==> src/sv/humidity_frame_check_convert_macros.svh <==
// Assertion macros for the humidity frame checker top level.
`ifndef HUMIDITY_FRAME_CHECK_CONVERT_MACROS_SVH
`define HUMIDITY_FRAME_CHECK_CONVERT_MACROS_SVH

// Same-cycle implication, disabled during reset.
`define HFCC_ASSERT_IMPLY(label, clk, rst, ante, cons) \
  label: assert property (@(posedge clk) disable iff (rst) (ante) |-> (cons)) \
    else $error("hfcc assertion failed: same-cycle implication");

// Next-cycle implication, disabled during reset.
`define HFCC_ASSERT_NEXT(label, clk, rst, ante, cons) \
  label: assert property (@(posedge clk) disable iff (rst) (ante) |=> (cons)) \
    else $error("hfcc assertion failed: next-cycle implication");

`endif

==> src/sv/hfcc_pkg.sv <==
// Shared types, constants and the CRC-8 step for the humidity frame checker.
package hfcc_pkg;

  localparam logic [7:0]         CRC_POLY     = 8'h31;
  localparam logic [7:0]         CRC_INIT     = 8'hFF;
  localparam logic [15:0]        FULL_SCALE   = 16'hFFFF;
  localparam logic [15:0]        HALF_SCALE   = 16'd32767;
  localparam logic [10:0]        TEMP_SPAN    = 11'd1750;
  localparam logic [10:0]        HUMID_SPAN   = 11'd1000;
  localparam logic signed [11:0] TEMP_OFFSET  = -12'sd450;
  localparam logic [15:0]        FAIL_MAX     = 16'hFFFF;

  // Byte position within the six-byte reply
  typedef enum logic [2:0] {
    POS_T_HI  = 3'd0,
    POS_T_LO  = 3'd1,
    POS_T_CRC = 3'd2,
    POS_H_HI  = 3'd3,
    POS_H_LO  = 3'd4,
    POS_H_CRC = 3'd5,
    POS_IDLE  = 3'd6
  } pos_t;

  // Frame tracker status for the byte at the head of the pipeline
  typedef struct packed {
    logic emit;  // byte closes a frame and yields a result
    logic ok;    // both checksums matched
  } frame_stat_t;

  // One byte of CRC-8, MSB first, no reflection
  function automatic logic [7:0] crc_byte(input logic [7:0] crc, input logic [7:0] b);
    logic [7:0] v;
    v = crc ^ b;
    for (int i = 0; i < 8; i++) begin
      v = v[7] ? ((v << 1) ^ CRC_POLY) : (v << 1);
    end
    return v;
  endfunction

endpackage

==> src/sv/hfcc_in_if.sv <==
// Byte input channel: valid/ready handshake with reply byte and frame start.
interface hfcc_in_if;
  logic       valid;
  logic       ready;
  logic [7:0] rx_byte;
  logic       frame_start;

  modport source (output valid, output rx_byte, output frame_start, input ready);
  modport sink   (input valid, input rx_byte, input frame_start, output ready);
endinterface

==> src/sv/hfcc_out_if.sv <==
// Result channel: valid/ready handshake with checksum status and measurements.
interface hfcc_out_if;
  logic               valid;
  logic               ready;
  logic               crc_ok;
  logic               have_meas;
  logic signed [11:0] temp_tenths_c;
  logic [9:0]         humid_tenths_pct;
  logic [15:0]        crc_fail_total;

  modport source (output valid, output crc_ok, output have_meas, output temp_tenths_c,
                  output humid_tenths_pct, output crc_fail_total, input ready);
  modport sink   (input valid, input crc_ok, input have_meas, input temp_tenths_c,
                  input humid_tenths_pct, input crc_fail_total, output ready);
endinterface

==> src/sv/hfcc_frame.sv <==
// Frame tracker: byte position, running CRC-8 and captured raw words.
module hfcc_frame (
  input  logic                 clk,
  input  logic                 rst,
  input  logic                 step,
  input  logic [7:0]           rx_byte,
  input  logic                 frame_start,
  output hfcc_pkg::frame_stat_t stat,
  output logic [15:0]          temp_word,
  output logic [15:0]          humid_word
);

  hfcc_pkg::pos_t pos, pos_eff, pos_next;
  logic [7:0]     running_crc, crc_next, crc_eff, crc_step;
  logic [15:0]    temp_word_next, humid_word_next;
  logic           temp_crc_good, temp_crc_good_next;

  // A frame start overrides the current position
  assign pos_eff  = frame_start ? hfcc_pkg::POS_T_HI : pos;
  assign crc_eff  = frame_start ? hfcc_pkg::CRC_INIT : running_crc;
  assign crc_step = hfcc_pkg::crc_byte(crc_eff, rx_byte);

  // Next position
  always_comb begin
    unique case (pos_eff)
      hfcc_pkg::POS_T_HI:  pos_next = hfcc_pkg::POS_T_LO;
      hfcc_pkg::POS_T_LO:  pos_next = hfcc_pkg::POS_T_CRC;
      hfcc_pkg::POS_T_CRC: pos_next = hfcc_pkg::POS_H_HI;
      hfcc_pkg::POS_H_HI:  pos_next = hfcc_pkg::POS_H_LO;
      hfcc_pkg::POS_H_LO:  pos_next = hfcc_pkg::POS_H_CRC;
      hfcc_pkg::POS_H_CRC: pos_next = hfcc_pkg::POS_IDLE;
      default:             pos_next = hfcc_pkg::POS_IDLE;
    endcase
  end

  // Data path and status per position
  always_comb begin
    crc_next           = running_crc;
    temp_word_next     = temp_word;
    humid_word_next    = humid_word;
    temp_crc_good_next = temp_crc_good;
    stat.emit          = 1'b0;
    stat.ok            = 1'b0;
    unique case (pos_eff)
      hfcc_pkg::POS_T_HI: begin
        temp_word_next = {rx_byte, 8'h00};
        crc_next       = crc_step;
      end
      hfcc_pkg::POS_T_LO: begin
        temp_word_next = {temp_word[15:8], rx_byte};
        crc_next       = crc_step;
      end
      hfcc_pkg::POS_T_CRC: begin
        temp_crc_good_next = (crc_eff == rx_byte);
        crc_next           = hfcc_pkg::CRC_INIT;
      end
      hfcc_pkg::POS_H_HI: begin
        humid_word_next = {rx_byte, 8'h00};
        crc_next        = crc_step;
      end
      hfcc_pkg::POS_H_LO: begin
        humid_word_next = {humid_word[15:8], rx_byte};
        crc_next        = crc_step;
      end
      hfcc_pkg::POS_H_CRC: begin
        stat.emit = 1'b1;
        stat.ok   = temp_crc_good && (crc_eff == rx_byte);
        crc_next  = hfcc_pkg::CRC_INIT;
      end
      default: begin
      end
    endcase
  end

  // Control state
  always_ff @(posedge clk) begin
    if (rst) begin
      pos           <= hfcc_pkg::POS_IDLE;
      running_crc   <= hfcc_pkg::CRC_INIT;
      temp_crc_good <= 1'b0;
    end else if (step) begin
      pos           <= pos_next;
      running_crc   <= crc_next;
      temp_crc_good <= temp_crc_good_next;
    end
  end

  // Raw words, always written high byte first within a frame
  always_ff @(posedge clk) begin
    if (step) begin
      temp_word  <= temp_word_next;
      humid_word <= humid_word_next;
    end
  end

endmodule

==> src/sv/hfcc_scale.sv <==
// Raw-word scaling: temperature and humidity in tenths, rounded, over full scale.
module hfcc_scale (
  input  logic [15:0]        temp_word,
  input  logic [15:0]        humid_word,
  output logic signed [11:0] temp_tenths,
  output logic [9:0]         humid_tenths
);

  // Floor of x / 65535 for x below 2048 * 65536: quotient estimate from the
  // upper bits, remainder is low half plus estimate, one correction step.
  function automatic logic [10:0] div_full_scale(input logic [26:0] x);
    logic [10:0] q0;
    logic [16:0] r;
    q0 = x[26:16];
    r  = {1'b0, x[15:0]} + {6'd0, q0};
    return (r >= {1'b0, hfcc_pkg::FULL_SCALE}) ? q0 + 11'd1 : q0;
  endfunction

  logic [26:0] temp_prod, humid_prod;
  logic [10:0] temp_q, humid_q;

  // Scaled value plus half scale for round-to-nearest
  assign temp_prod  = 27'(temp_word) * 27'(hfcc_pkg::TEMP_SPAN)
                    + 27'(hfcc_pkg::HALF_SCALE);
  assign humid_prod = 27'(humid_word) * 27'(hfcc_pkg::HUMID_SPAN)
                    + 27'(hfcc_pkg::HALF_SCALE);

  assign temp_q  = div_full_scale(temp_prod);
  assign humid_q = div_full_scale(humid_prod);

  // Offset temperature; quotient stays within 0..1750
  assign temp_tenths  = $signed({1'b0, temp_q} + $unsigned(hfcc_pkg::TEMP_OFFSET));
  assign humid_tenths = humid_q[9:0];

endmodule

==> src/sv/humidity_frame_check_convert.sv <==
// Humidity frame checker top level: checks six-byte sensor replies and converts.
//
// rx carries one reply byte per transfer; frame_start marks the first byte of a
// frame (temperature high, low, CRC, humidity high, low, CRC). CRC-8 is poly
// 0x31, init 0xFF. Bytes outside an open frame are dropped silently.
// result carries one item per completed frame, on the sixth byte: crc_ok,
// have_meas, last good temperature and humidity in tenths, and the saturating
// CRC-fail count. A good frame updates the stored values; a bad one keeps them.
// A byte is first held in an input register; the result register then loads
// from the sixth byte held there. Throughput is one byte per cycle unless a
// sixth byte waits for the result register, set by the combinational CRC step
// and scaling between the two registers.
// When result is stalled, bytes that yield no result still flow; a sixth byte
// waits in the input register until the result register frees, and rx.ready
// drops only then. Reset clears the frame position (no frame open), the CRC,
// the stored measurement flag, stored values and the fail counter.
module humidity_frame_check_convert (
  input logic        clk,
  input logic        rst,
  hfcc_in_if.sink    rx,
  hfcc_out_if.source result
);

  `include "humidity_frame_check_convert_macros.svh"

  logic                  s1_valid;
  logic [7:0]            s1_byte;
  logic                  s1_start;
  logic                  advance, out_free, emit;
  hfcc_pkg::frame_stat_t stat;
  logic [15:0]           temp_word, humid_word;
  logic signed [11:0]    temp_conv;
  logic [9:0]            humid_conv;

  logic                  meas_valid, meas_valid_next;
  logic signed [11:0]    stored_temp, stored_temp_next;
  logic [9:0]            stored_humid, stored_humid_next;
  logic [15:0]           fail_counter, fail_counter_next;

  // Handshake
  assign out_free = !result.valid || result.ready;
  assign emit     = s1_valid && stat.emit;
  assign advance  = s1_valid && (!stat.emit || out_free);
  assign rx.ready = !s1_valid || advance;

  // Input register
  always_ff @(posedge clk) begin
    if (rst) begin
      s1_valid <= 1'b0;
    end else if (rx.ready) begin
      s1_valid <= rx.valid;
    end
  end

  always_ff @(posedge clk) begin
    if (rx.ready && rx.valid) begin
      s1_byte  <= rx.rx_byte;
      s1_start <= rx.frame_start;
    end
  end

  hfcc_frame u_frame (
    .clk         (clk),
    .rst         (rst),
    .step        (advance),
    .rx_byte     (s1_byte),
    .frame_start (s1_start),
    .stat        (stat),
    .temp_word   (temp_word),
    .humid_word  (humid_word)
  );

  hfcc_scale u_scale (
    .temp_word    (temp_word),
    .humid_word   (humid_word),
    .temp_tenths  (temp_conv),
    .humid_tenths (humid_conv)
  );

  // Stored measurement and fail count update at frame end
  always_comb begin
    meas_valid_next   = meas_valid;
    stored_temp_next  = stored_temp;
    stored_humid_next = stored_humid;
    fail_counter_next = fail_counter;
    if (stat.ok) begin
      meas_valid_next   = 1'b1;
      stored_temp_next  = temp_conv;
      stored_humid_next = humid_conv;
    end else if (fail_counter != hfcc_pkg::FAIL_MAX) begin
      fail_counter_next = fail_counter + 16'd1;
    end
  end

  always_ff @(posedge clk) begin
    if (rst) begin
      meas_valid   <= 1'b0;
      stored_temp  <= '0;
      stored_humid <= '0;
      fail_counter <= '0;
    end else if (advance && emit) begin
      meas_valid   <= meas_valid_next;
      stored_temp  <= stored_temp_next;
      stored_humid <= stored_humid_next;
      fail_counter <= fail_counter_next;
    end
  end

  // Result register
  always_ff @(posedge clk) begin
    if (rst) begin
      result.valid <= 1'b0;
    end else if (advance && emit) begin
      result.valid <= 1'b1;
    end else if (result.ready) begin
      result.valid <= 1'b0;
    end
  end

  always_ff @(posedge clk) begin
    if (advance && emit) begin
      result.crc_ok           <= stat.ok;
      result.have_meas        <= meas_valid_next;
      result.temp_tenths_c    <= stored_temp_next;
      result.humid_tenths_pct <= stored_humid_next;
      result.crc_fail_total   <= fail_counter_next;
    end
  end

  // Checks
  `HFCC_ASSERT_NEXT(a_fail_monotonic, clk, rst, 1'b1, fail_counter >= $past(fail_counter))
  `HFCC_ASSERT_NEXT(a_emit_loads, clk, rst, advance && emit, result.valid)
  `HFCC_ASSERT_IMPLY(a_have_meas_stored, clk, rst, result.valid && result.have_meas, meas_valid)
  `HFCC_ASSERT_IMPLY(a_ok_has_meas, clk, rst, result.valid && result.crc_ok, result.have_meas)

endmodule

==> src/flat_wrapper.sv <==
// flat-port wrapper written by rule: the top's interface ports become plain ports
module humidity_frame_check_convert_flat 
  (clk, rst, rx_valid, rx_rx_byte, rx_frame_start, rx_ready, result_valid, result_crc_ok, result_have_meas, result_temp_tenths_c, result_humid_tenths_pct, result_crc_fail_total, result_ready);
  hfcc_in_if rx_i ();
  hfcc_out_if result_i ();
  input logic clk;
  input logic rst;
  input wire logic [$bits(rx_i.valid)-1:0] rx_valid;
  input wire logic [$bits(rx_i.rx_byte)-1:0] rx_rx_byte;
  input wire logic [$bits(rx_i.frame_start)-1:0] rx_frame_start;
  output wire logic [$bits(rx_i.ready)-1:0] rx_ready;
  output wire logic [$bits(result_i.valid)-1:0] result_valid;
  output wire logic [$bits(result_i.crc_ok)-1:0] result_crc_ok;
  output wire logic [$bits(result_i.have_meas)-1:0] result_have_meas;
  output wire logic [$bits(result_i.temp_tenths_c)-1:0] result_temp_tenths_c;
  output wire logic [$bits(result_i.humid_tenths_pct)-1:0] result_humid_tenths_pct;
  output wire logic [$bits(result_i.crc_fail_total)-1:0] result_crc_fail_total;
  input wire logic [$bits(result_i.ready)-1:0] result_ready;
  assign rx_i.valid = rx_valid;
  assign rx_i.rx_byte = rx_rx_byte;
  assign rx_i.frame_start = rx_frame_start;
  assign rx_ready = rx_i.ready;
  assign result_valid = result_i.valid;
  assign result_crc_ok = result_i.crc_ok;
  assign result_have_meas = result_i.have_meas;
  assign result_temp_tenths_c = result_i.temp_tenths_c;
  assign result_humid_tenths_pct = result_i.humid_tenths_pct;
  assign result_crc_fail_total = result_i.crc_fail_total;
  assign result_i.ready = result_ready;
  humidity_frame_check_convert u_core (.clk(clk), .rst(rst), .rx(rx_i), .result(result_i));
endmodule
==> config.mk <==
export PLATFORM = sky130hd
export DESIGN_NAME = humidity_frame_check_convert_flat
export DESIGN_NICKNAME = d
export VERILOG_FILES = /design/src/sv/hfcc_pkg.sv /design/src/sv/hfcc_in_if.sv /design/src/sv/hfcc_out_if.sv /design/src/sv/hfcc_frame.sv /design/src/sv/hfcc_scale.sv /design/src/sv/humidity_frame_check_convert.sv /design/src/flat_wrapper.sv
export VERILOG_INCLUDE_DIRS = /design/src /design/src/sv
export SDC_FILE = /design/constraint.sdc
export NUM_CORES = 1
export LEC_CHECK = 0
export ABC_AREA = 1
export BUFFER_PORTS_ARGS = -buffer_cell sky130_fd_sc_hd__buf_2
export CAP_MARGIN = 15
export CELL_PAD_IN_SITES_DETAIL_PLACEMENT = 1
export CELL_PAD_IN_SITES_GLOBAL_PLACEMENT = 1
export CORE_ASPECT_RATIO = 0.9
export CORE_MARGIN = 1
export CORE_UTILIZATION = 44
export DETAILED_ROUTE_END_ITERATION = 10
export PLACE_DENSITY_LB_ADDON = 0.1
export SYNTH_ARGS = -nofsm -noshare
export SYNTH_HDL_FRONTEND = slang
export SYNTH_SLANG_ARGS = --single-unit
export TNS_END_PERCENT = 30
==> constraint.sdc <==
create_clock -name clk -period 7.5 [get_ports clk]
set_clock_uncertainty 0.2 [all_clocks]
set_input_delay 1.125 -clock clk [delete_from_list [all_inputs] [get_ports clk]]
set_output_delay 1.125 -clock clk [all_outputs]
set_load 0.05 [all_outputs]
; Word-level counts from Yosys, hierarchy flattened
; Index checks and enable logic that the tools add are counted.
[word_totals]
register_bits = 134
wordCells = 98
[op_classes]
addsub = 8
n_mul = 2
magnitude_cmp = 2
n_eq_ne = 7
muxes = 24
bitwise = 11
reduce_logical = 24
[op_table]
columns = op, count
row1 = $pmux W16 S2, 2
row2 = $mux W6, 8
row3 = $add A16 B11 Y17, 2
row4 = $ge A17 B16 Y1 const B, 2
row5 = $mux W16, 2
row6 = $add A26 B15 Y27 const B, 1
row7 = $add A27 B15 Y27 const B, 1
row8 = $mul A16 B10 Y26 const B, 1
row9 = $not A3 Y3, 8
row10 = $mul A16 B7 Y23 const B, 1
row11 = $mux W10, 2
row12 = $add A16 B1 Y16 const B, 1
row13 = $ne A16 B16 Y1 const B, 1
row14 = $pmux W8 S2, 1
row15 = $pmux W3 S5, 1
row16 = $add A11 B12 Y12 const B, 1
row17 = $mux W12, 1
row18 = $add A11 B1 Y11 const B, 1
row19 = $mux W11, 1
row20 = $add A10 B1 Y10 const B, 1
row21 = $eq A8 B8 Y1, 1
row22 = $mux W8, 1
row23 = $reduce_and A2 Y1, 4
row24 = $reduce_bool A2 Y1, 4
row25 = other kinds (15), 29

; Logic depth before layout (Yosys ltp)
; Gate-level depths: netlist of the first run.
[logic_depth]
ltp_word = 19
mapped_depth = 60
depth_no_buf = 59

; Modules after synthesis
; Synthesis of the first run repeated with hierarchy kept, for this count alone.
[unflattened]
hier_cells = 2094
area_unflattened_um2 = 15795.1
[by_module_without_submodules]
columns = module, n_inst, cells_each, area_each_um2, seq_area_each_um2
row1 = hfcc_scale, 1, 1434, 9775.6, 0.0
row2 = humidity_frame_check_convert, 1, 426, 3890.0, 2292.2
row3 = hfcc_frame, 1, 234, 2129.5, 1201.2

; Worst setup path before layout of the first run
; No wires, ideal clock.
[synth_timing]
path_type = reg2reg
startpoint = register u_core.u_frame.temp_word[1]
endpoint = register u_core.result.temp_tenths_c[5], data pin
setup_ns = 0.259
t_arrival_ns = 7.763
t_required_ns = 7.041
setup_slack_ns = -0.722
path_stages_with_launch = 56
path_buffers = 1
synth_period_minus_slack_ns = 8.222
cell_sequence = edfxtp_1 -> ha_1 -> inv_1 -> nand2_1 -> nand2_1 -> inv_1 -> ha_1 -> or2_2 -> fa_1 -> fa_1 -> inv_1 -> fa_1 -> inv_1 -> ha_1 -> nand2_1 -> nor2_1 -> nand3_1 -> nand3_1 -> (+20 left out) -> nand2_1 -> nor2_1 -> nand2_1 -> nor2_1 -> nand4_1 -> nor2_2 -> nand3_4 -> nand2_4 -> buf_6 -> a21oi_4 -> ha_1 -> inv_1 -> nor2_1 -> inv_1 -> o21ai_0 -> nand3_1 -> o21ai_0 -> inv_1
[synth_between]
elab_chain_len = 7
[synth_lines]
columns = element, line_no
row1 = from (decl), hfcc_frame.sv:9  ; output logic [15:0] temp_word,
row2 = from (signal assigned), hfcc_frame.sv:91  ; temp_word <= temp_word_next;
row3 = $mul A16 B10 Y26 *, hfcc_scale.sv:23  ; assign temp_prod = 27'(temp_word) * 27'(hfcc_pkg::TEMP_SPAN)
row4 = $add A27 B15 Y27 *, hfcc_scale.sv:24  ; + 27'(hfcc_pkg::HALF_SCALE);
row5 = $add A16 B11 Y17, hfcc_scale.sv:15  ; r = {1'b0, x[15:0]} + {6'd0, q0};
row6 = $ge A17 B16 Y1, hfcc_scale.sv:16  ; return (r >= {1'b0, hfcc_pkg::FULL_SCALE}) ? q0 + 11'd1 : q0;
row7 = $mux W11 *, hfcc_scale.sv:16
row8 = $add A11 B12 Y12 *, hfcc_scale.sv:32  ; assign temp_tenths = $signed({1'b0, temp_q} + $unsigned(hfcc_pkg::TEMP_OFFSET));
row9 = $mux W12 *, humidity_frame_check_convert.sv:86  ; if (stat.ok) begin
row10 = named net u_core.stored_temp_next[5], humidity_frame_check_convert.sv:36  ; logic signed [11:0] stored_temp, stored_temp_next;
row11 = to (signal assigned), humidity_frame_check_convert.sv:124  ; result.temp_tenths_c <= stored_temp_next;
row12 = to (decl), hfcc_out_if.sv:11  ; modport source (output valid, output crc_ok, output have_meas, output temp_tenths_c,
; The timed path passes the listed nets; every way through them passes the cells marked *.
; A chain may end at the register's enable or synchronous reset.

; Worst setup path in the final report of the first run
[layout_timing]
startpoint = register u_core.u_frame.temp_word[8]
endpoint = register u_core.result.temp_tenths_c[5], data pin
; The elaborated chain is that of the path after synthesis.

==> results of run 1 <==
what timing repair did:
action,4_1_cts,5_1_grt
buffers inserted,53,12
resized for setup,152,55
pin swaps,75,56
setup endpoints to repair,44,44
placed cells by master (no fill, tap or decap), drive strengths merged, types with 29 or more instances in the layout:
| cell type | Yosys | layout |
|---|---|---|
| nand3 | 140 | 140 |
| inv | 415 | 421 |
| fa | 114 | 114 |
| nor2 | 161 | 161 |
| nand2 | 422 | 422 |
| ha | 167 | 167 |
| o21ai | 68 | 68 |
| edfxtp | 81 | 81 |
| buf | 5 | 437 |
| a21oi | 98 | 98 |
| xor2 | 90 | 90 |
| nor3 | 29 | 29 |
| dfxtp | 53 | 53 |
final cells by class:
class                   instances  area, µm²  share of cell area
inverters                     416       1560              0.0755
clock inverters                11        110             0.00531
flip-flops and latches        134       3490               0.169
diodes                          1       2.50            0.000121
clock buffers                  21        472              0.0228
repair buffers                437       3190               0.154
well taps                     462        578              0.0279
multi-input cells            1425      11300               0.546
registers in the layout, summed over array words and instances (netlist names):
name	cells
u_core.result.temp_tenths_c	12
u_core.result.have_meas	1
u_core.meas_valid	1
u_core.s1_valid	1
u_core.stored_humid	10
u_core.s1_start	1
u_core.u_frame.running_crc	8
u_core.u_frame.temp_word	16
u_core.result.crc_fail_total	16
u_core.result.valid	1
u_core.s1_byte	8
u_core.u_frame.pos	3
u_core.fail_counter	16
u_core.u_frame.humid_word	16
u_core.stored_temp	12
u_core.u_frame.temp_crc_good	1
u_core.result.crc_ok	1
u_core.result.humid_tenths_pct	10
cell families (layout without fill, tap and decap cells):
| family | Yosys count | in the layout | synth area share |
|---|---|---|---|
| other | 0 | 1 | 0 |
| AND/OR/NAND/NOR | 816 | 816 | 0.237 |
| AO/OA/AOI/OAI | 211 | 211 | 0.0779 |
| XOR/XNOR | 116 | 116 | 0.0671 |
| multiplexers | 1 | 1 | 0.000649 |
| flip-flops | 134 | 134 | 0.226 |
| buffers and inverters | 439 | 885 | 0.108 |
| adder cells (fa/ha/maj) | 281 | 281 | 0.283 |
path summary, 6_finish.rpt:
kind                            depth (start not counted)                                       from                                   endpoint  slack [ns]
worst min-delay path                                    2  u_core.u_frame.temp_crc_good$_SDFFE_PP0P_  u_core.u_frame.temp_crc_good$_SDFFE_PP0P_        0.27
worst max-delay path                                   52      u_core.u_frame.temp_word[8]$_DFFE_PP_   u_core.result.temp_tenths_c[5]$_DFFE_PP_       -1.27
worst max register to register                         52      u_core.u_frame.temp_word[8]$_DFFE_PP_   u_core.result.temp_tenths_c[5]$_DFFE_PP_       -1.27
worst min register to register                          2  u_core.u_frame.temp_crc_good$_SDFFE_PP0P_  u_core.u_frame.temp_crc_good$_SDFFE_PP0P_        0.27
metal layers:
metal / part of all wire / vias up / track usage
met2: 0.50 / 392 / 0.549
met3: 0.046 / 146 / 0.0445
li1: - / 7197 / -
met1: 0.42 / 7702 / 0.375
met5: 0 / - / 0
met4: 0.038 / 0 / 0.105
critical path, delay by kind of cell, from the launching register on:
family,cells,cell delay (ns)
fa+ha+maj,8,3.36
simple gates,25,2.54
buf+inv,14,1.23
flops,1,0.53
compound gates,4,0.43
xor+xnor,1,0.20
through the flow:
stage | cell area, µm² | hold WS [ns] | setup WS (ns) | TNS [ns]
2_1_floorplan | 15700 | 0.229 | -0.251 | -2.06
6_report | 20700 | 0.267 | -1.27 | -31.55
4_1_cts | 20400 | 0.270 | -0.583 | -18.13
3_3_place_gp | 18800 | 0.242 | -0.836 | -24.73
5_1_grt | 20700 | 0.297 | -1.54 | -49.90
3_5_place_dp | 18800 | 0.259 | -1.01 | -32.33
==> results.md, run 1 <==
* Status: complete, but fails checks
* Violations in the final reports: setup timing
* Placed insts at 2,809
* Post-Syn Area at 0.0154 mm²
* Initial antenna violation count at 1
* Final setup margin at -1.27 ns
* CP peak stage delay at 0.59 ns
* Netlist cell types at 57
* Inserted Clock Buffers at 17
* FFs w/ async S/R, synth at 0
* Grt ovf at 0
* Die H at 180 µm
* Gate count of the mapped netlist at 1,998
* CP Capture Type: flip-flop
* Crit path arrival time at 8.77 ns
* First-pass GRT wire length at 85,900 µm
* Total number of vias at 15,400
* TritonCTS sink count at 134
* Hold WC Path Type: flip-flop to flip-flop
* Post-synth top area share at 0.158
* Drt drc at 0
* Syn_nets at 2,292
* Routability cong. at 0.895
* Crit path launch type: flip-flop
* Relative slew slack at 0.348
* Die width at 199 µm
* Reg clk slew, reported paths at 0.07 ns
* Fin util at 0.605
* Max-slew violations at 0
* MaxCap Viol Count at 0
* Hpwl dp at 40,600 µm
* # setup viols final at 44
* Sequential area share after synthesis at 0.226
* Slowest-stage cell, CP: fa_1
* Initial Utilization at 0.450
* Final hold violation count at 0
* DR iter-0 viols at 797
* Post-synth EDFFs at 81
* Shortest period the worst path allows at 8.77 ns
* Layout Cells excl Fill at 2,907
* Avg Cell Area, Syn at 7.72 µm²
* RSZ-0062 raised after global routing: true
* Die ar. at 0.0358 mm²
* Worst-margin pin slew at 0.978 ns
* Most used DFF post-synth: edfxtp_1
* Max Buffers Root-to-Sink at 2
* Drt total wl at 56,600 µm
* Largest cells by area after synthesis: edfxtp_1 16%, fa_1 15%, ha_1 14%
* Vias in the first global route at 16,800
* Share of cells above drive strength 1 at 0.302
* # fillers at 4,248
* Peak Freq at 114 MHz
* Std cell rows at 64
* Layout area overhead at 34.4%
* Clk Tree Root Cell: clkbuf_16
* Tcrit/Tclk final at 1.17
* Worst Setup Path Type: flip-flop to flip-flop
* Routed len/inst at 19.5 µm
* IO buf count at 54
* Ports at 55
* Final ANT Viol Nets at 0
* Largest net degree at the start of global routing at 51
* FF+latch count, synth at 134
* # hold bufs at CTS at 0
* Synth cell count leaders: 406 x inv_1, 398 x nand2_1, 167 x ha_1
* Worst Path Max Fanout at 5
* Cell taking the most area after synthesis: edfxtp_1
* Vias per cell at 5.31
* CTS tree: built
* H-tree levels at 4
* Core area at 0.0343 mm²
* YS warnings at 0
* Clock Latency Late Sink at 0.45 ns
* Initial DRT Pass Iterations at 5
* Count leader, synth: inv_1
* Nets at 2,725
* GRT Overall Usage at 0.308
* Worst EP required at 7.50 ns
Power of run 1 is left out: the tool's default activity adds up to more than one toggle a clock period on the data nets, which glitch-free logic cannot reach.
==> run 2: changes to the inputs <==
--- a/config.mk
+++ b/config.mk
@@ -11,7 +11,6 @@
 export CAP_MARGIN = 15
 export CELL_PAD_IN_SITES_DETAIL_PLACEMENT = 1
 export CELL_PAD_IN_SITES_GLOBAL_PLACEMENT = 1
-export CORE_ASPECT_RATIO = 0.9
 export CORE_MARGIN = 1
 export CORE_UTILIZATION = 44
 export DETAILED_ROUTE_END_ITERATION = 10
==> constraint.sdc (replaced) <==
create_clock -name clk -period 7.5 [get_ports clk]
set_clock_uncertainty 0.2 [all_clocks]
set_input_delay 1.125 -clock clk [delete_from_list [all_inputs] [get_ports clk]]
set_output_delay 1.125 -clock clk [all_outputs]
set_load 0.005 [all_outputs]
==> results.md, run 2 (synthesis gave the netlist of run 1 again) <==
* Hpwl dp at 39,300 µm (was 40,600 µm)
* Multi-input gate area in the final layout at 0.0114 mm² (was 0.0113 mm²)
* Worst EP required at 7.64 ns (was 7.50 ns)
* Vias per cell at 5.26 (was 5.31)
* GRT Overall Usage at 0.290 (was 0.308)
* CP Buf/Inv Count at 10 (was 14)
* CP peak stage delay at 0.57 ns (was 0.59 ns)
* Reg clk slew, reported paths at 0.07 ns (about the same)
* Most Crowded Layer GR: met2 (unchanged)
* Violations in the final reports: setup timing (unchanged)
* Max Buffers Root-to-Sink at 2 (unchanged)
* Worst Path Max Fanout at 5 (unchanged)
* Crit path arrival time at 9.04 ns (was 8.77 ns)
* Worst-margin pin slew at 1.01 ns (was 0.978 ns)
* # fillers at 4,235 (was 4,248)
* N_diodes at 0 (was 1)
* Commonest non-fill, non-tap cells in the layout: 367 x inv_1, 347 x buf_4, 346 x nand2_1 (was 373 x inv_1, 372 x buf_4, 346 x nand2_1)
* Tcrit/Tclk final at 1.19 (was 1.17)
* Fin util at 0.598 (was 0.605)
* Core area at 0.0345 mm² (was 0.0343 mm²)
* Commonest non-fill, non-tap cell in the layout: inv_1 (unchanged)
* Grt met2 use at 0.546 (was 0.549)
* Hold WC Path Type: flip-flop to flip-flop (unchanged)
* IO buf count at 54 (unchanged)
* Met1 GRT Util at 0.342 (was 0.375)
* Slowest-stage cell, CP: fa_1 (unchanged)
* Largest net degree at the start of global routing at 53 (was 51)
* Share of cells above drive strength 1 at 0.305 (was 0.302)
* Die H at 189 µm (was 180 µm)
* Peak Freq at 112 MHz (was 114 MHz)
* # setup viols final at 44 (unchanged)
* Final ANT Viol Nets at 0 (unchanged)
* Final hold violation count at 0 (unchanged)
* H-tree levels at 4 (unchanged)
* Inserted Clock Buffers at 17 (unchanged)
* RSZ-0062 raised after global routing: true (unchanged)
* TritonCTS sink count at 134 (unchanged)
* Vias in the first global route at 16,200 (was 16,800)
* Max-slew violations at 0 (unchanged)
* Status: complete, but fails checks (unchanged)
* Initial Utilization at 0.447 (was 0.450)
* Grt ovf at 0 (unchanged)
* DR iter-0 viols at 722 (was 797)
* CTS tree: built (unchanged)
* GR Layer Usage met3 at 0.0345 (was 0.0445)
* CP most frequent cell: nand2_2
* Drt drc at 0 (unchanged)
* Setup tns final at -30.96 ns (was -31.55 ns)
* Ports at 55 (unchanged)
* MaxCap Viol Count at 0 (unchanged)
* Die width at 189 µm (was 199 µm)
* Nets at 2,701 (was 2,725)
* Total number of vias at 15,100 (was 15,400)
* Shortest period the worst path allows at 8.91 ns (was 8.77 ns)
* Worst Setup Path Type: flip-flop to flip-flop (unchanged)
* Std cell rows at 68 (was 64)
* Routed len/inst at 19.1 µm (was 19.5 µm)
* Area occupied by registers at 0.00349 mm² (unchanged)
* Initial DRT Pass Iterations at 5 (unchanged)
* Delay-heaviest family, CP: adder cells (unchanged)
* Clock Latency Late Sink at 0.45 ns (about the same)
* Final setup margin at -1.41 ns (was -1.27 ns)
* Relative slew slack at 0.326 (was 0.348)
* Initial antenna violation count at 1 (unchanged)
* Crit path launch type: flip-flop (unchanged)
* Routability cong. at 0.874 (was 0.895)
* Clk Tree Root Cell: clkbuf_16 (unchanged)
* Die ar. at 0.0358 mm² (about the same)
* First-pass GRT wire length at 81,500 µm (was 85,900 µm)
* Layout area overhead at 34.0% (was 34.4%)
* Drt total wl at 55,000 µm (was 56,600 µm)
* CP Capture Type: flip-flop (unchanged)
run 2: changes by cell type in the layout (fill, tap and decap cells not counted), moves of 6 or more:
cell     before  now
o21ai_1      12    6
buf_4       372  347
inv_1       373  367
inv_2        41   47
run 2: stage by stage:
step	cell area [µm²]	hold WS [ns]	cells	worst slack [ns]
detailed placement	18800	0.256	2798	-1.05
global route	20700	0.291	2875	-1.71
finish	20700	0.277	2875	-1.41
floorplan	15700	0.229	1998	-0.251
global placement	18800	0.246	2798	-0.737
CTS	20000	0.275	2858	-0.693
run 2: routing by layer:
layer | wire (µm) | share of wire | up-vias
met4 | 1660 | 0.030 | 0
li1 | - | - | 7128
met5 | 0 | 0 | -
met3 | 2100 | 0.038 | 118
met2 | 29000 | 0.53 | 335
met1 | 22200 | 0.40 | 7549
run 2: layout make-up:
cell class / count / area share
clock buffer: 18 / 0.0218
clock inverter: 14 / 0.00769
inverter: 416 / 0.0757
multi-input combinational: 1425 / 0.552
sequential: 134 / 0.169
tap: 455 / 0.0275
timing repair buffer: 413 / 0.146
run 2: repair_timing:
| action | CTS | global route |
|---|---|---|
| endpoints found under the setup margin | 44 | 44 |
| pin swaps | 54 | 69 |
| hold buffers | 0 | 0 |
| resized for setup | 111 | 121 |
| setup buffers | 29 | 17 |
run 2: final timing paths:
| check | start | to | slack, ns | cells after the start |
|---|---|---|---|---|
| worst max-delay path | u_core.u_frame.temp_word[5]$_SDFFCE_PN0P_ | u_core.stored_temp[7]$_SDFFE_PP0P_ | -1.41 | 50 |
| worst min-delay path | u_core.u_frame.running_crc[6]$_SDFFE_PP1P_ | u_core.u_frame.running_crc[6]$_SDFFE_PP1P_ | 0.28 | 2 |
| worst max register to register | u_core.u_frame.temp_word[5]$_SDFFCE_PN0P_ | u_core.stored_temp[7]$_SDFFE_PP0P_ | -1.41 | 50 |
| worst min register to register | u_core.u_frame.running_crc[6]$_SDFFE_PP1P_ | u_core.u_frame.running_crc[6]$_SDFFE_PP1P_ | 0.28 | 2 |
run 2: worst register-to-register path, delay by kind of cell (launching register included):
family                     cells  cell delay [ns]
buffers and inverters         10             0.84
adders and majority gates      8             3.26
and+or+nand+nor               25             2.82
DFF                            1             0.54
AOI/OAI and AO/OA              7             1.10
Power of run 2 is left out for the same reason.
